--- src/sv/sha_pkg.sv ---
// ----------------------------------------------------------------------------
// sha_pkg
// Shared types, constants and functions of the SHA-256 message hasher.
// ----------------------------------------------------------------------------
package sha_pkg;

    localparam int WordW  = 32;
    localparam int SchedD = 16;
    localparam int SchedA = 4;
    localparam int CountW = 61;

    localparam logic [CountW-1:0] CountMax = {CountW{1'b1}};
    localparam logic [CountW-1:0] CountOne = {{(CountW-1){1'b0}}, 1'b1};

    typedef enum logic [2:0] {
        ST_IDLE,
        ST_PAD,
        ST_ROUND,
        ST_FOLD,
        ST_EMIT
    } state_t;

    typedef logic [WordW-1:0] word_t;

    typedef struct packed {
        logic          wr_en;
        logic [SchedA-1:0] wr_addr;
        word_t         wr_data;
        logic [SchedA-1:0] rd_addr;
    } sched_req_t;

    function automatic word_t init_hash(input logic [2:0] i);
        word_t r;
        case (i)
            3'd0: r = 32'h6a09e667;
            3'd1: r = 32'hbb67ae85;
            3'd2: r = 32'h3c6ef372;
            3'd3: r = 32'ha54ff53a;
            3'd4: r = 32'h510e527f;
            3'd5: r = 32'h9b05688c;
            3'd6: r = 32'h1f83d9ab;
            default: r = 32'h5be0cd19;
        endcase
        return r;
    endfunction

    localparam word_t RoundK [64] = '{
        32'h428a2f98, 32'h71374491, 32'hb5c0fbcf, 32'he9b5dba5,
        32'h3956c25b, 32'h59f111f1, 32'h923f82a4, 32'hab1c5ed5,
        32'hd807aa98, 32'h12835b01, 32'h243185be, 32'h550c7dc3,
        32'h72be5d74, 32'h80deb1fe, 32'h9bdc06a7, 32'hc19bf174,
        32'he49b69c1, 32'hefbe4786, 32'h0fc19dc6, 32'h240ca1cc,
        32'h2de92c6f, 32'h4a7484aa, 32'h5cb0a9dc, 32'h76f988da,
        32'h983e5152, 32'ha831c66d, 32'hb00327c8, 32'hbf597fc7,
        32'hc6e00bf3, 32'hd5a79147, 32'h06ca6351, 32'h14292967,
        32'h27b70a85, 32'h2e1b2138, 32'h4d2c6dfc, 32'h53380d13,
        32'h650a7354, 32'h766a0abb, 32'h81c2c92e, 32'h92722c85,
        32'ha2bfe8a1, 32'ha81a664b, 32'hc24b8b70, 32'hc76c51a3,
        32'hd192e819, 32'hd6990624, 32'hf40e3585, 32'h106aa070,
        32'h19a4c116, 32'h1e376c08, 32'h2748774c, 32'h34b0bcb5,
        32'h391c0cb3, 32'h4ed8aa4a, 32'h5b9cca4f, 32'h682e6ff3,
        32'h748f82ee, 32'h78a5636f, 32'h84c87814, 32'h8cc70208,
        32'h90befffa, 32'ha4506ceb, 32'hbef9a3f7, 32'hc67178f2
    };

    function automatic word_t rotr(input word_t x, input int n);
        return (x >> n) | (x << (WordW - n));
    endfunction

    function automatic word_t bsig0(input word_t x);
        return rotr(x, 2) ^ rotr(x, 13) ^ rotr(x, 22);
    endfunction
    function automatic word_t bsig1(input word_t x);
        return rotr(x, 6) ^ rotr(x, 11) ^ rotr(x, 25);
    endfunction
    function automatic word_t ssig0(input word_t x);
        return rotr(x, 7) ^ rotr(x, 18) ^ (x >> 3);
    endfunction
    function automatic word_t ssig1(input word_t x);
        return rotr(x, 17) ^ rotr(x, 19) ^ (x >> 10);
    endfunction

endpackage

--- src/sv/sha256_message_hasher_top.sv ---
// ----------------------------------------------------------------------------
// sha256_message_hasher_top
// SHA-256 over a byte stream, digest as eight 32-bit beats.
// ----------------------------------------------------------------------------
// Usage:
//   Slave channel: one beat per item. tdata[7:0] is the message byte,
//   tuser marks it as present, tlast ends the message. A beat with tuser low
//   and tlast high closes a message without adding a byte.
//   Master channel: eight beats per message, tdata[31:0] digest word,
//   tdata[34:32] its index; tlast flags the final word.
// Flow: bytes are taken while the block buffer fills; the 64th byte of a
//   block starts the schedule read lead-in, then 64 rounds of the shared
//   round unit, then the fold into the hash words; no byte is taken meanwhile.
// Digest: padding writes one schedule word a cycle, then compresses one or
//   two blocks before the first digest beat is offered; the remaining seven
//   follow one a cycle when not stalled.
// Reset: aresetn low loads the initial hash values and clears counters.
//   The schedule RAM is not cleared: every entry is written before it is read.
// Stall: while m_tready is low, hold the current digest beat; no new slave
//   beat is taken until the eighth digest beat has gone.
// ----------------------------------------------------------------------------
module sha256_message_hasher_top (
    input  logic        aclk,
    input  logic        aresetn,
    input  logic        s_tvalid,
    output logic        s_tready,
    input  logic [7:0]  s_tdata,   // [7:0] data_byte
    input  logic        s_tuser,   // [0] byte_present
    input  logic        s_tlast,   // end_of_message
    output logic        m_tvalid,
    input  logic        m_tready,
    output logic [39:0] m_tdata,   // [31:0] digest_word, [34:32] word_index
    output logic        m_tlast    // last_word
);
    typedef logic [31:0] w_t;

    sha_pkg::state_t state_reg, state_next;

    w_t   hash_reg [8];
    w_t   var_reg  [8];
    logic [sha_pkg::CountW-1:0] count_reg;
    logic [5:0] fill_reg;        // byte position inside the block
    w_t   part_reg;              // word being assembled
    logic [6:0] round_reg;       // 0..1 lead-in reads, 2..65 rounds
    logic [3:0] pad_reg;         // pad word position
    logic       fin_reg;         // padding in progress for this message
    logic       tail_reg;        // message ended with the byte that filled a block
    logic       done_reg;        // block under compression carries the length
    logic       mark_reg;        // 0x80 marker word still to be written
    logic       len_ok_reg;      // length words go into the block being padded
    logic [3:0] pad_first_reg;   // word that carries the marker
    w_t         pad_first_word_reg;
    logic [2:0] emit_reg;

    // expansion taps kept in registers
    w_t   wold_reg;              // W[r-16], captured from RAM copy A
    w_t   wm1_reg;               // W[r-1]
    w_t   wm2_reg;               // W[r-2]

    // schedule interface
    sha_pkg::sched_req_t req;
    logic [3:0] rd_b;
    w_t wa, wb;

    sha_sched u_sched (
        .aclk(aclk), .req(req), .rd_b(rd_b), .wa(wa), .wb(wb));

    logic s_acc, m_acc;
    assign s_tready = (state_reg == sha_pkg::ST_IDLE);
    assign s_acc    = s_tvalid && s_tready;
    assign m_tvalid = (state_reg == sha_pkg::ST_EMIT);
    assign m_acc    = m_tvalid && m_tready;
    assign m_tdata  = {5'd0, emit_reg, hash_reg[emit_reg]};
    assign m_tlast  = (emit_reg == 3'd7);

    // byte insertion, big-endian within the word
    logic [1:0] bpos;
    w_t         word_ins;
    assign bpos = fill_reg[1:0];
    always_comb begin
        word_ins = part_reg;
        case (bpos)
            2'd0: word_ins = {s_tdata, 24'd0};
            2'd1: word_ins[23:16] = s_tdata;
            2'd2: word_ins[15:8]  = s_tdata;
            default: word_ins[7:0] = s_tdata;
        endcase
    end

    // end of message: block position after the optional byte, marker word
    logic [5:0] end_pos;
    w_t         mark_base;
    w_t         mark_word;
    always_comb begin
        end_pos   = s_tuser ? fill_reg + 6'd1 : fill_reg;
        mark_base = s_tuser ? word_ins : part_reg;
        case (end_pos[1:0])
            2'd0: mark_word = 32'h8000_0000;
            2'd1: mark_word = {mark_base[31:24], 24'h80_0000};
            2'd2: mark_word = {mark_base[31:16], 16'h8000};
            default: mark_word = {mark_base[31:8], 8'h80};
        endcase
    end

    // padding word for the current pad position
    logic [63:0] bits;
    w_t          pad_word;
    assign bits = {count_reg, 3'd0};
    always_comb begin
        pad_word = 32'd0;
        if (mark_reg && pad_reg == pad_first_reg)  pad_word = pad_first_word_reg;
        else if (len_ok_reg && pad_reg == 4'd14)   pad_word = bits[63:32];
        else if (len_ok_reg && pad_reg == 4'd15)   pad_word = bits[31:0];
    end

    // Round unit. Copy A is read two rounds ahead: its output in round r is
    // slot r+1, i.e. W[r-15], and last cycle's output held in wold_reg is
    // W[r-16]. Copy B returns W[r-7]; W[r-2] comes from the register chain.
    logic [5:0] r;
    assign r = 6'(round_reg - 7'd2);
    w_t wexp, wcur, ch, mj, t1, t2;
    assign wexp = wold_reg + sha_pkg::ssig0(wa) + wb + sha_pkg::ssig1(wm2_reg);
    assign wcur = (r < 6'd16) ? wold_reg : wexp;
    assign ch = (var_reg[4] & var_reg[5]) ^ (~var_reg[4] & var_reg[6]);
    assign mj = (var_reg[0] & var_reg[1]) ^ (var_reg[0] & var_reg[2]) ^
                (var_reg[1] & var_reg[2]);
    assign t1 = var_reg[7] + sha_pkg::bsig1(var_reg[4]) + ch + sha_pkg::RoundK[r] + wcur;
    assign t2 = sha_pkg::bsig0(var_reg[0]) + mj;

    // next state
    logic blk_full;
    assign blk_full = (fill_reg == 6'd63);

    always_comb begin
        state_next = state_reg;
        unique case (state_reg)
            sha_pkg::ST_IDLE: begin
                if (s_acc) begin
                    if (s_tuser && blk_full)  state_next = sha_pkg::ST_ROUND;
                    else if (s_tlast)         state_next = sha_pkg::ST_PAD;
                end
            end
            sha_pkg::ST_PAD: begin
                if (pad_reg == 4'd15) state_next = sha_pkg::ST_ROUND;
            end
            sha_pkg::ST_ROUND: begin
                if (round_reg == 7'd65) state_next = sha_pkg::ST_FOLD;
            end
            sha_pkg::ST_FOLD: begin
                if (done_reg)           state_next = sha_pkg::ST_EMIT;
                else if (fin_reg)       state_next = sha_pkg::ST_PAD;
                else                    state_next = sha_pkg::ST_IDLE;
            end
            sha_pkg::ST_EMIT: begin
                if (m_acc && emit_reg == 3'd7) state_next = sha_pkg::ST_IDLE;
            end
            default: state_next = sha_pkg::ST_IDLE;
        endcase
    end

    // schedule request; copy A's read address runs two rounds ahead of the round unit
    always_comb begin
        req.wr_en   = 1'b0;
        req.wr_addr = fill_reg[5:2];
        req.wr_data = word_ins;
        req.rd_addr = 4'(round_reg);
        rd_b        = 4'(round_reg + 7'd8);
        unique case (state_reg)
            sha_pkg::ST_IDLE: begin
                req.wr_en = s_acc && s_tuser;
            end
            sha_pkg::ST_PAD: begin
                req.wr_en   = 1'b1;
                req.wr_addr = pad_reg;
                req.wr_data = pad_word;
            end
            sha_pkg::ST_ROUND: begin
                req.wr_en   = (round_reg >= 7'd18);
                req.wr_addr = r[3:0];
                req.wr_data = wcur;
            end
            default: ;
        endcase
    end

    always_ff @(posedge aclk) begin
        if (!aresetn) begin
            state_reg <= sha_pkg::ST_IDLE;
            for (int i = 0; i < 8; i++) begin
                hash_reg[i] <= sha_pkg::init_hash(3'(i));
                var_reg[i]  <= '0;
            end
            count_reg <= '0;
            fill_reg  <= '0;
            part_reg  <= '0;
            round_reg <= '0;
            pad_reg   <= '0;
            fin_reg   <= 1'b0;
            tail_reg  <= 1'b0;
            done_reg  <= 1'b0;
            mark_reg  <= 1'b0;
            emit_reg  <= '0;
            len_ok_reg <= 1'b0;
            pad_first_reg <= '0;
            pad_first_word_reg <= '0;
            wold_reg  <= '0;
            wm1_reg   <= '0;
            wm2_reg   <= '0;
        end else begin
            state_reg <= state_next;
            unique case (state_reg)
                sha_pkg::ST_IDLE: begin
                    if (s_acc) begin
                        if (s_tuser) begin
                            part_reg <= word_ins;
                            fill_reg <= fill_reg + 6'd1;
                            if (count_reg != sha_pkg::CountMax)
                                count_reg <= count_reg + sha_pkg::CountOne;
                        end
                        if (s_tlast) begin
                            // set up the padding of the current block
                            fin_reg            <= 1'b1;
                            tail_reg           <= s_tuser && blk_full;
                            mark_reg           <= 1'b1;
                            pad_first_reg      <= end_pos[5:2];
                            pad_reg            <= end_pos[5:2];
                            pad_first_word_reg <= mark_word;
                            len_ok_reg         <= (end_pos < 6'd56);
                        end
                    end
                end
                sha_pkg::ST_PAD: begin
                    pad_reg <= pad_reg + 4'd1;
                    if (pad_reg == 4'd15) begin
                        round_reg <= '0;
                        done_reg  <= len_ok_reg;
                    end
                end
                sha_pkg::ST_ROUND: begin
                    wold_reg <= wa;
                    if (round_reg == 7'd1) begin
                        for (int i = 0; i < 8; i++) var_reg[i] <= hash_reg[i];
                    end else if (round_reg >= 7'd2) begin
                        var_reg[7] <= var_reg[6];
                        var_reg[6] <= var_reg[5];
                        var_reg[5] <= var_reg[4];
                        var_reg[4] <= var_reg[3] + t1;
                        var_reg[3] <= var_reg[2];
                        var_reg[2] <= var_reg[1];
                        var_reg[1] <= var_reg[0];
                        var_reg[0] <= t1 + t2;
                        wm1_reg    <= wcur;
                        wm2_reg    <= wm1_reg;
                    end
                    round_reg <= round_reg + 7'd1;
                end
                sha_pkg::ST_FOLD: begin
                    for (int i = 0; i < 8; i++) hash_reg[i] <= hash_reg[i] + var_reg[i];
                    round_reg <= '0;
                    if (done_reg) begin
                        emit_reg <= '0;
                    end else if (tail_reg) begin
                        // full block ended the message: marker block set up at the end beat
                        tail_reg <= 1'b0;
                    end else if (fin_reg) begin
                        // marker already placed: zeros then length
                        mark_reg   <= 1'b0;
                        pad_reg    <= 4'd0;
                        len_ok_reg <= 1'b1;
                    end
                end
                sha_pkg::ST_EMIT: begin
                    if (m_acc) begin
                        emit_reg <= emit_reg + 3'd1;
                        if (emit_reg == 3'd7) begin
                            for (int i = 0; i < 8; i++)
                                hash_reg[i] <= sha_pkg::init_hash(3'(i));
                            count_reg <= '0;
                            fill_reg  <= '0;
                            fin_reg   <= 1'b0;
                            done_reg  <= 1'b0;
                            mark_reg  <= 1'b0;
                        end
                    end
                end
                default: ;
            endcase
        end
    end

    // assertions
    a_no_in_busy: assert property (@(posedge aclk) disable iff (!aresetn)
        (state_reg != sha_pkg::ST_IDLE) |-> !s_tready)
        else $error("slave taken while busy");
    a_emit_hold: assert property (@(posedge aclk) disable iff (!aresetn)
        (m_tvalid && !m_tready) |=> (m_tvalid && $stable(emit_reg)))
        else $error("digest beat dropped under stall");
    a_round_bound: assert property (@(posedge aclk) disable iff (!aresetn)
        (state_reg == sha_pkg::ST_ROUND) |-> (round_reg <= 7'd65))
        else $error("round counter overran");
endmodule

--- src/sv/sha_ram.sv ---
// ----------------------------------------------------------------------------
// sha_ram
// Generic single-port-write, single-port-read RAM with registered read.
// ----------------------------------------------------------------------------
module sha_ram #(
    parameter int Width = 32,
    parameter int Depth = 16
) (
    input  logic                     aclk,
    input  logic                     wr_en,
    input  logic [$clog2(Depth)-1:0] wr_addr,
    input  logic [Width-1:0]         wr_data,
    input  logic [$clog2(Depth)-1:0] rd_addr,
    output logic [Width-1:0]         rd_data
);
    logic [Width-1:0] mem [Depth];

    always_ff @(posedge aclk) begin
        if (wr_en) begin
            mem[wr_addr] <= wr_data;
        end
        rd_data <= mem[rd_addr];
    end
endmodule

--- src/sv/sha_sched.sv ---
// ----------------------------------------------------------------------------
// sha_sched
// Message schedule: two RAM copies of the 16-word window, one per RAM tap of
// the expansion. Writes go to both copies.
// ----------------------------------------------------------------------------
module sha_sched (
    input  logic                 aclk,
    input  sha_pkg::sched_req_t  req,
    input  logic [sha_pkg::SchedA-1:0] rd_b,
    output sha_pkg::word_t       wa,
    output sha_pkg::word_t       wb
);
    sha_ram #(.Width(sha_pkg::WordW), .Depth(sha_pkg::SchedD)) u_ra (
        .aclk(aclk), .wr_en(req.wr_en), .wr_addr(req.wr_addr),
        .wr_data(req.wr_data), .rd_addr(req.rd_addr), .rd_data(wa));
    sha_ram #(.Width(sha_pkg::WordW), .Depth(sha_pkg::SchedD)) u_rb (
        .aclk(aclk), .wr_en(req.wr_en), .wr_addr(req.wr_addr),
        .wr_data(req.wr_data), .rd_addr(rd_b), .rd_data(wb));
endmodule

--- config.mk ---
export PLATFORM = sky130hd
export DESIGN_NAME = sha256_message_hasher_top
export DESIGN_NICKNAME = d
export VERILOG_FILES = /design/src/sv/sha_pkg.sv /design/src/sv/sha256_message_hasher_top.sv /design/src/sv/sha_ram.sv /design/src/sv/sha_sched.sv
export SDC_FILE = /design/constraint.sdc
export NUM_CORES = 2
export LEC_CHECK = 0
export BUFFER_PORTS_ARGS = -buffer_cell sky130_fd_sc_hd__buf_2
export CAP_MARGIN = 10
export CORE_MARGIN = 1
export CORE_UTILIZATION = 50
export CTS_CLUSTER_DIAMETER = 60
export DETAILED_ROUTE_END_ITERATION = 10
export PLACE_DENSITY = 0.63
export SETUP_SLACK_MARGIN = 0.2
export SYNTH_ARGS = -nofsm -noshare
export SYNTH_HDL_FRONTEND = slang
export SYNTH_SLANG_ARGS = --single-unit
export TNS_END_PERCENT = 10
--- constraint.sdc ---
create_clock -name aclk -period 37.7 [get_ports aclk]
set_input_delay 5.655 -clock aclk [delete_from_list [all_inputs] [get_ports aclk]]
set_output_delay 5.655 -clock aclk [all_outputs]
set_load 0.01 [all_outputs]
After elaboration in Yosys (flattened, before gate mapping) --
Memories as Yosys holds them, arrays and structs flattened. A register that Yosys moved wholly into a read port is not among the register bits. Cells that the tools add are included.
Storage, ports and cells: flip-flop bits (word level) 253, RAM bits 1536, ROM bits 2048, input port bits 14, output and inout bits 43, word-level logic and storage cells 338, memories kept 5
Operators by class: $add $sub $neg 25, magnitude comparators 5, equality and inequality tests 30, multiplexer cells 160, bitwise gates (word level) 61, reduce and logical (&&, ||, !) cells 34
Memory list:
- (no name shown) | words 64, width 32, read ports 1, clocked after Yosys merged registers in 0, wr ports 0, line sha256_message_hasher_top.sv:127 | assign t1 = var_reg[7] + sha_pkg::bsig1(var_reg[4]) + ch + sha_pkg::RoundK[r] + wcur;
- u_sched.u_ra.mem | words 16, width 32, read ports 1, clocked after Yosys merged registers in 1, wr ports 1, line sha_ram.sv:16 | logic [Width-1:0] mem [Depth];
- u_sched.u_rb.mem | words 16, width 32, read ports 1, clocked after Yosys merged registers in 1, wr ports 1, line sha_ram.sv:16
- hash_reg | words 8, width 32, read ports 9, clocked after Yosys merged registers in 1, wr ports 8, line sha256_message_hasher_top.sv:39 | w_t hash_reg [8];
- var_reg | words 8, width 32, read ports 8, clocked after Yosys merged registers in 0, wr ports 8, line sha256_message_hasher_top.sv:40 | w_t var_reg [8];
Operators with widths (count):
- two-way mux 32 bit | 79
- adder 32 bit | 18
- two-way mux 61 bit | 5
- XOR 32 bit | 9
- bitwise AND 32 bit | 5
- one-hot mux 61 bit (2 select lines) | 1
- one-hot mux 32 bit (3 select lines) | 1
- one-hot mux 36 bit (2 select lines) | 1
- adder 61 x 1 -> 61 bit (second input constant) | 1
- inequality test 61 bit (second input constant) | 1
- one-hot mux 8 bit (2 select lines) | 3
- two-way mux 1 bit | 37
- two-way mux 3 bit | 11
- inverter 32 bit | 1
- bitwise OR 1 bit | 32
- bitwise OR 10 x 32 -> 32 bit | 1
- bitwise OR 13 x 32 -> 32 bit | 1
- bitwise OR 14 x 32 -> 32 bit | 1
- bitwise OR 15 x 32 -> 32 bit | 1
- bitwise OR 19 x 32 -> 32 bit | 1
- bitwise OR 21 x 32 -> 32 bit | 1
- bitwise OR 25 x 32 -> 32 bit | 1
- bitwise OR 26 x 32 -> 32 bit | 1
- bitwise OR 30 x 32 -> 32 bit | 1
- 52 further kinds | 101

Logic depth before layout (Yosys ltp) --
depth in word-level cells 10, gate-level depth with buffers 50, mapped depth without buffers 50

Modules after synthesis --
A second synthesis with hierarchy kept.
Second synthesis, totals: cells, all modules 8543, area, all modules 99738.2 um2
Modules (own cells, without submodules):
- sha256_message_hasher_top | instances 1, cells an instance 6867, area an instance 60067.6 um2, seq. area each 18437.7 um2
- sha_ram | instances 2, cells an instance 838, area an instance 19835.3 um2, seq. area each 16015.4 um2

Worst setup path after synthesis --
No wires, ideal clock.
path type flip-flop to flip-flop, start point reg round_reg[2], end point mem var_reg[0][0] in the netlist's numbering (enable), library setup time 0.792 ns, arrival time 11.255 ns, required time 36.908 ns, path slack 25.653 ns, cell stages (with the launch flop) 9, buffers on the path 3, clock period less this slack 12.047 ns, cells stage by stage dfxtp_1 > clkbuf_1 > clkinv_1 > clkbuf_1 > clkbuf_1 > ha_1 > a311o_1 > nor3b_1 > o21ai_0
RTL lines:
- start: declaration | line sha256_message_hasher_top.sv:44 | logic [6:0] round_reg;
- start signal: assignment | line sha256_message_hasher_top.sv:255 | round_reg <= round_reg + 7'd1;
- end: declaration | line sha256_message_hasher_top.sv:40

==> impl_results.md <==
* TritonRoute pass-1 iters at 9
* Hold buffers post-CTS at 0
* Crit Path Category: flop to flop
* Clk_lat worst skew at 0.86 ns
* Critical Path RT at roughly 38 ns
* Share of cells above drive strength 1 at 0.109
* Nets at between 8,000 and 9,000
* DR WL met3 at 26,100 um
* Slew Limit Fails at 0
* Worst path slowest cell: a21oi_1
* GRT Util Overall at 0.329
* Total grt overflow at 0
* Routed wire length per instance at between 20 and 30 um
* Core area at ~160,000 um2
* First-pass GRT wire length at 400,000 um
* DPL Wire Length at about 190,000 um
* EDFF count, synth at between 800 and 900
* Fin. Hold Viols at 0
* Fmax at approximately 87 MHz
* Area added between synthesis and finish at 10.1%
* Flops & latches, synth at between 1,000 and 1,500
* Max Cap Violations at 0
* Synth top area cells: edfxtp_1 (31%), dfxtp_1 (12%), mux4_2 (7.2%), ha_1 (6.3%), fa_1 (4.6%)
* Final WL at 273,000 um
* Drt initial violations at about 7,700
* Least-Margin Pin Slew at between 1 and 1.5 ns
* DR vias/cell at ~6.3
* R2R cell count at between 40 and 50
* Status: finished clean
* Most common flop cell mapped by yosys: edfxtp_1
* Deepest clock path buffer count at 3
* Worst hold path endpoint: wm2_reg[8]$_SDFFE_PN0P_
* Top sig layer: met5
* Total CTS buffers at 161
* Crit path arrival time at ~12 ns
* Min-Delay Path Depth at 2
* DRC at 0
* Max FFs per register at 512
* Starting density of the core at 0.506
* # rows at around 150
* Register area share after synthesis at 0.431
* Hold Path Class: flop to flop
* Layout Skew at just under 0.1 ns
* IO Count at 57
* Post-synth top cells: edfxtp_1 (832), nand2_1 (710), a21oi_1 (656)
* RR Endpoint: var_reg[0][30]$_SDFFCE_PN0P_
* Clock Tree Root: clkbuf_16
* Post-synth top area cell: edfxtp_1
* Post-Syn Area at a little over 80,000 um2
* Largest net degree at the start of global routing at about 140
* Synth warn at 0
* Die H at just over 400 um
* Hold path startpoint: wm1_reg[8]$_SDFFE_PN0P_
* Worst-path maximum fanout at 5
* Met2 WL at ~120,000 um
* Minimum clock period at ~11 ns
* Synth Instances at between 7,000 and 8,000
* Most Frequent Cell on Critical Path: fa_1
* Via count at ~63,000
* Largest stage delay on the critical path at a little over 0.9 ns
* CP endpoint kind: flop
* Clock tree sinks at around 1,300
* Final setup fails at 0
* Port buffer count at just over 50
* Antenna cells at 0
* Gpl congestion at between 0.9 and 1
* Synth cell types at 88
* Top cell type's share of synthesized area at 0.307
* Setup crit start: u_sched.u_ra.rd_data[19]$_DFF_P_
* Asr flop ratio synth at 0
* RSZ-0062 raised after global routing: no
* Die width at approximately 400 um
* R2R Path Start: u_sched.u_ra.rd_data[19]$_DFF_P_
* Total die area at 165,000 um2
* Total Neg Setup Slack at 0 ns
* Syn Area/Cell at roughly 11 um2
* H-tree depth at 4
* Reg2reg setup slack at between 20 and 30 ns
* Vias in the first global route at 59,100
* Cts repair resizes at 0
* Slew margin rel. at 0.169
* Type of origin of the critical path: flop
* Antenna-violating nets left at 0
* CTS tree: done
* Top-count cell post-synth: edfxtp_1
* Filler cells at about 14,000
* Post-CTS setup buffer count at 0
* Initial antenna violation count at 7
* Period utilisation layout at 0.303
* Clock slew at reported path FFs at ~0.06 ns
* Met1 Routed Length at between 100,000 and 150,000 um
[through the flow]
stage / worst slack [ns] / area (um2) / hold slack (ns) / util / cells
floorplan: 25.65 / 81500 / 0.429 / - / 7749
global placement: 26.60 / 84300 / 0.437 / 0.523 / 9663
detailed placement: 26.50 / 84300 / 0.443 / 0.523 / 9664
CTS: 26.49 / 89700 / 0.380 / 0.557 / 9956
global route: 25.52 / 89700 / 0.409 / 0.557 / 9956
finish: 26.27 / 89700 / 0.379 / 0.557 / 9956
[how the worst max path moves through the flow]
stage	slack, ns	cells after the start	endpoint
after floorplan	25.65	8	var_reg[0][0]$_SDFFCE_PN0P_
after global placement	26.60	42	var_reg[0][30]$_SDFFCE_PN0P_
after detailed placement	26.50	42	var_reg[0][30]$_SDFFCE_PN0P_
after CTS	26.49	42	var_reg[0][30]$_SDFFCE_PN0P_
after global routing	25.52	42	var_reg[0][30]$_SDFFCE_PN0P_
final	26.27	45	var_reg[0][30]$_SDFFCE_PN0P_
[worst max-delay path, delay by kind of cell (launching register included)]
family / cells / cell delay [ns]
AOI/OAI and AO/OA: 16 / 4.20
adders and majority gates: 10 / 4.08
and+or+nand+nor: 8 / 0.98
xor gates and xnor gates: 5 / 0.95
buffers and inverters: 6 / 0.44
DFF: 1 / 0.43
[metal layers]
metal	vias to the layer above	global-route usage
met5	-	0
met3	473	0.0621
met2	3082	0.498
li1	28200	-
met4	8	0.0973
met1	31500	0.477
[area by class of cell]
class	count	area, um2	area share
multi-input cells	5552	43500	0.485
flip-flops and latches	1337	35100	0.391
clock buffers	212	4410	0.0492
well taps	2160	2700	0.0301
inverters	415	1570	0.0175
repair buffers	200	1400	0.0156
clock inverters	80	1030	0.0115
[cell usage in the layout (no fill, tap or decap), drive strengths merged, types with 66 or more instances in the layout]
cell type / n
clkbuf: 212
nand3: 124
a21oi: 658
ha: 409
fa: 189
edfxtp: 832
mux4: 259
o21ai: 427
a211oi: 98
buf: 200
a21o: 218
nor3: 94
a22oi: 108
o21bai: 66
nor2: 537
dfxtp: 505
inv: 422
nand2: 710
nand2b: 82
a22o: 142
xnor2: 381
xor2: 268
[cell families (layout without fill, tap and decap cells)]
group / Yosys count / after routing / synth area share
AOI/OAI and AO/OA: 2118 / 2118 / 0.167
xor gates and xnor gates: 649 / 649 / 0.0697
adders and majority gates: 604 / 604 / 0.110
buffers and inverters: 860 / 907 / 0.0398
DFF: 1337 / 1337 / 0.431
muxes: 343 / 343 / 0.0825
other: 1 / 5 / 0.0000460
and+or+nand+nor: 1833 / 1833 / 0.100
Power is not shown: default switching activity piles up to over one toggle a cycle in this logic, so the estimate is an artifact.
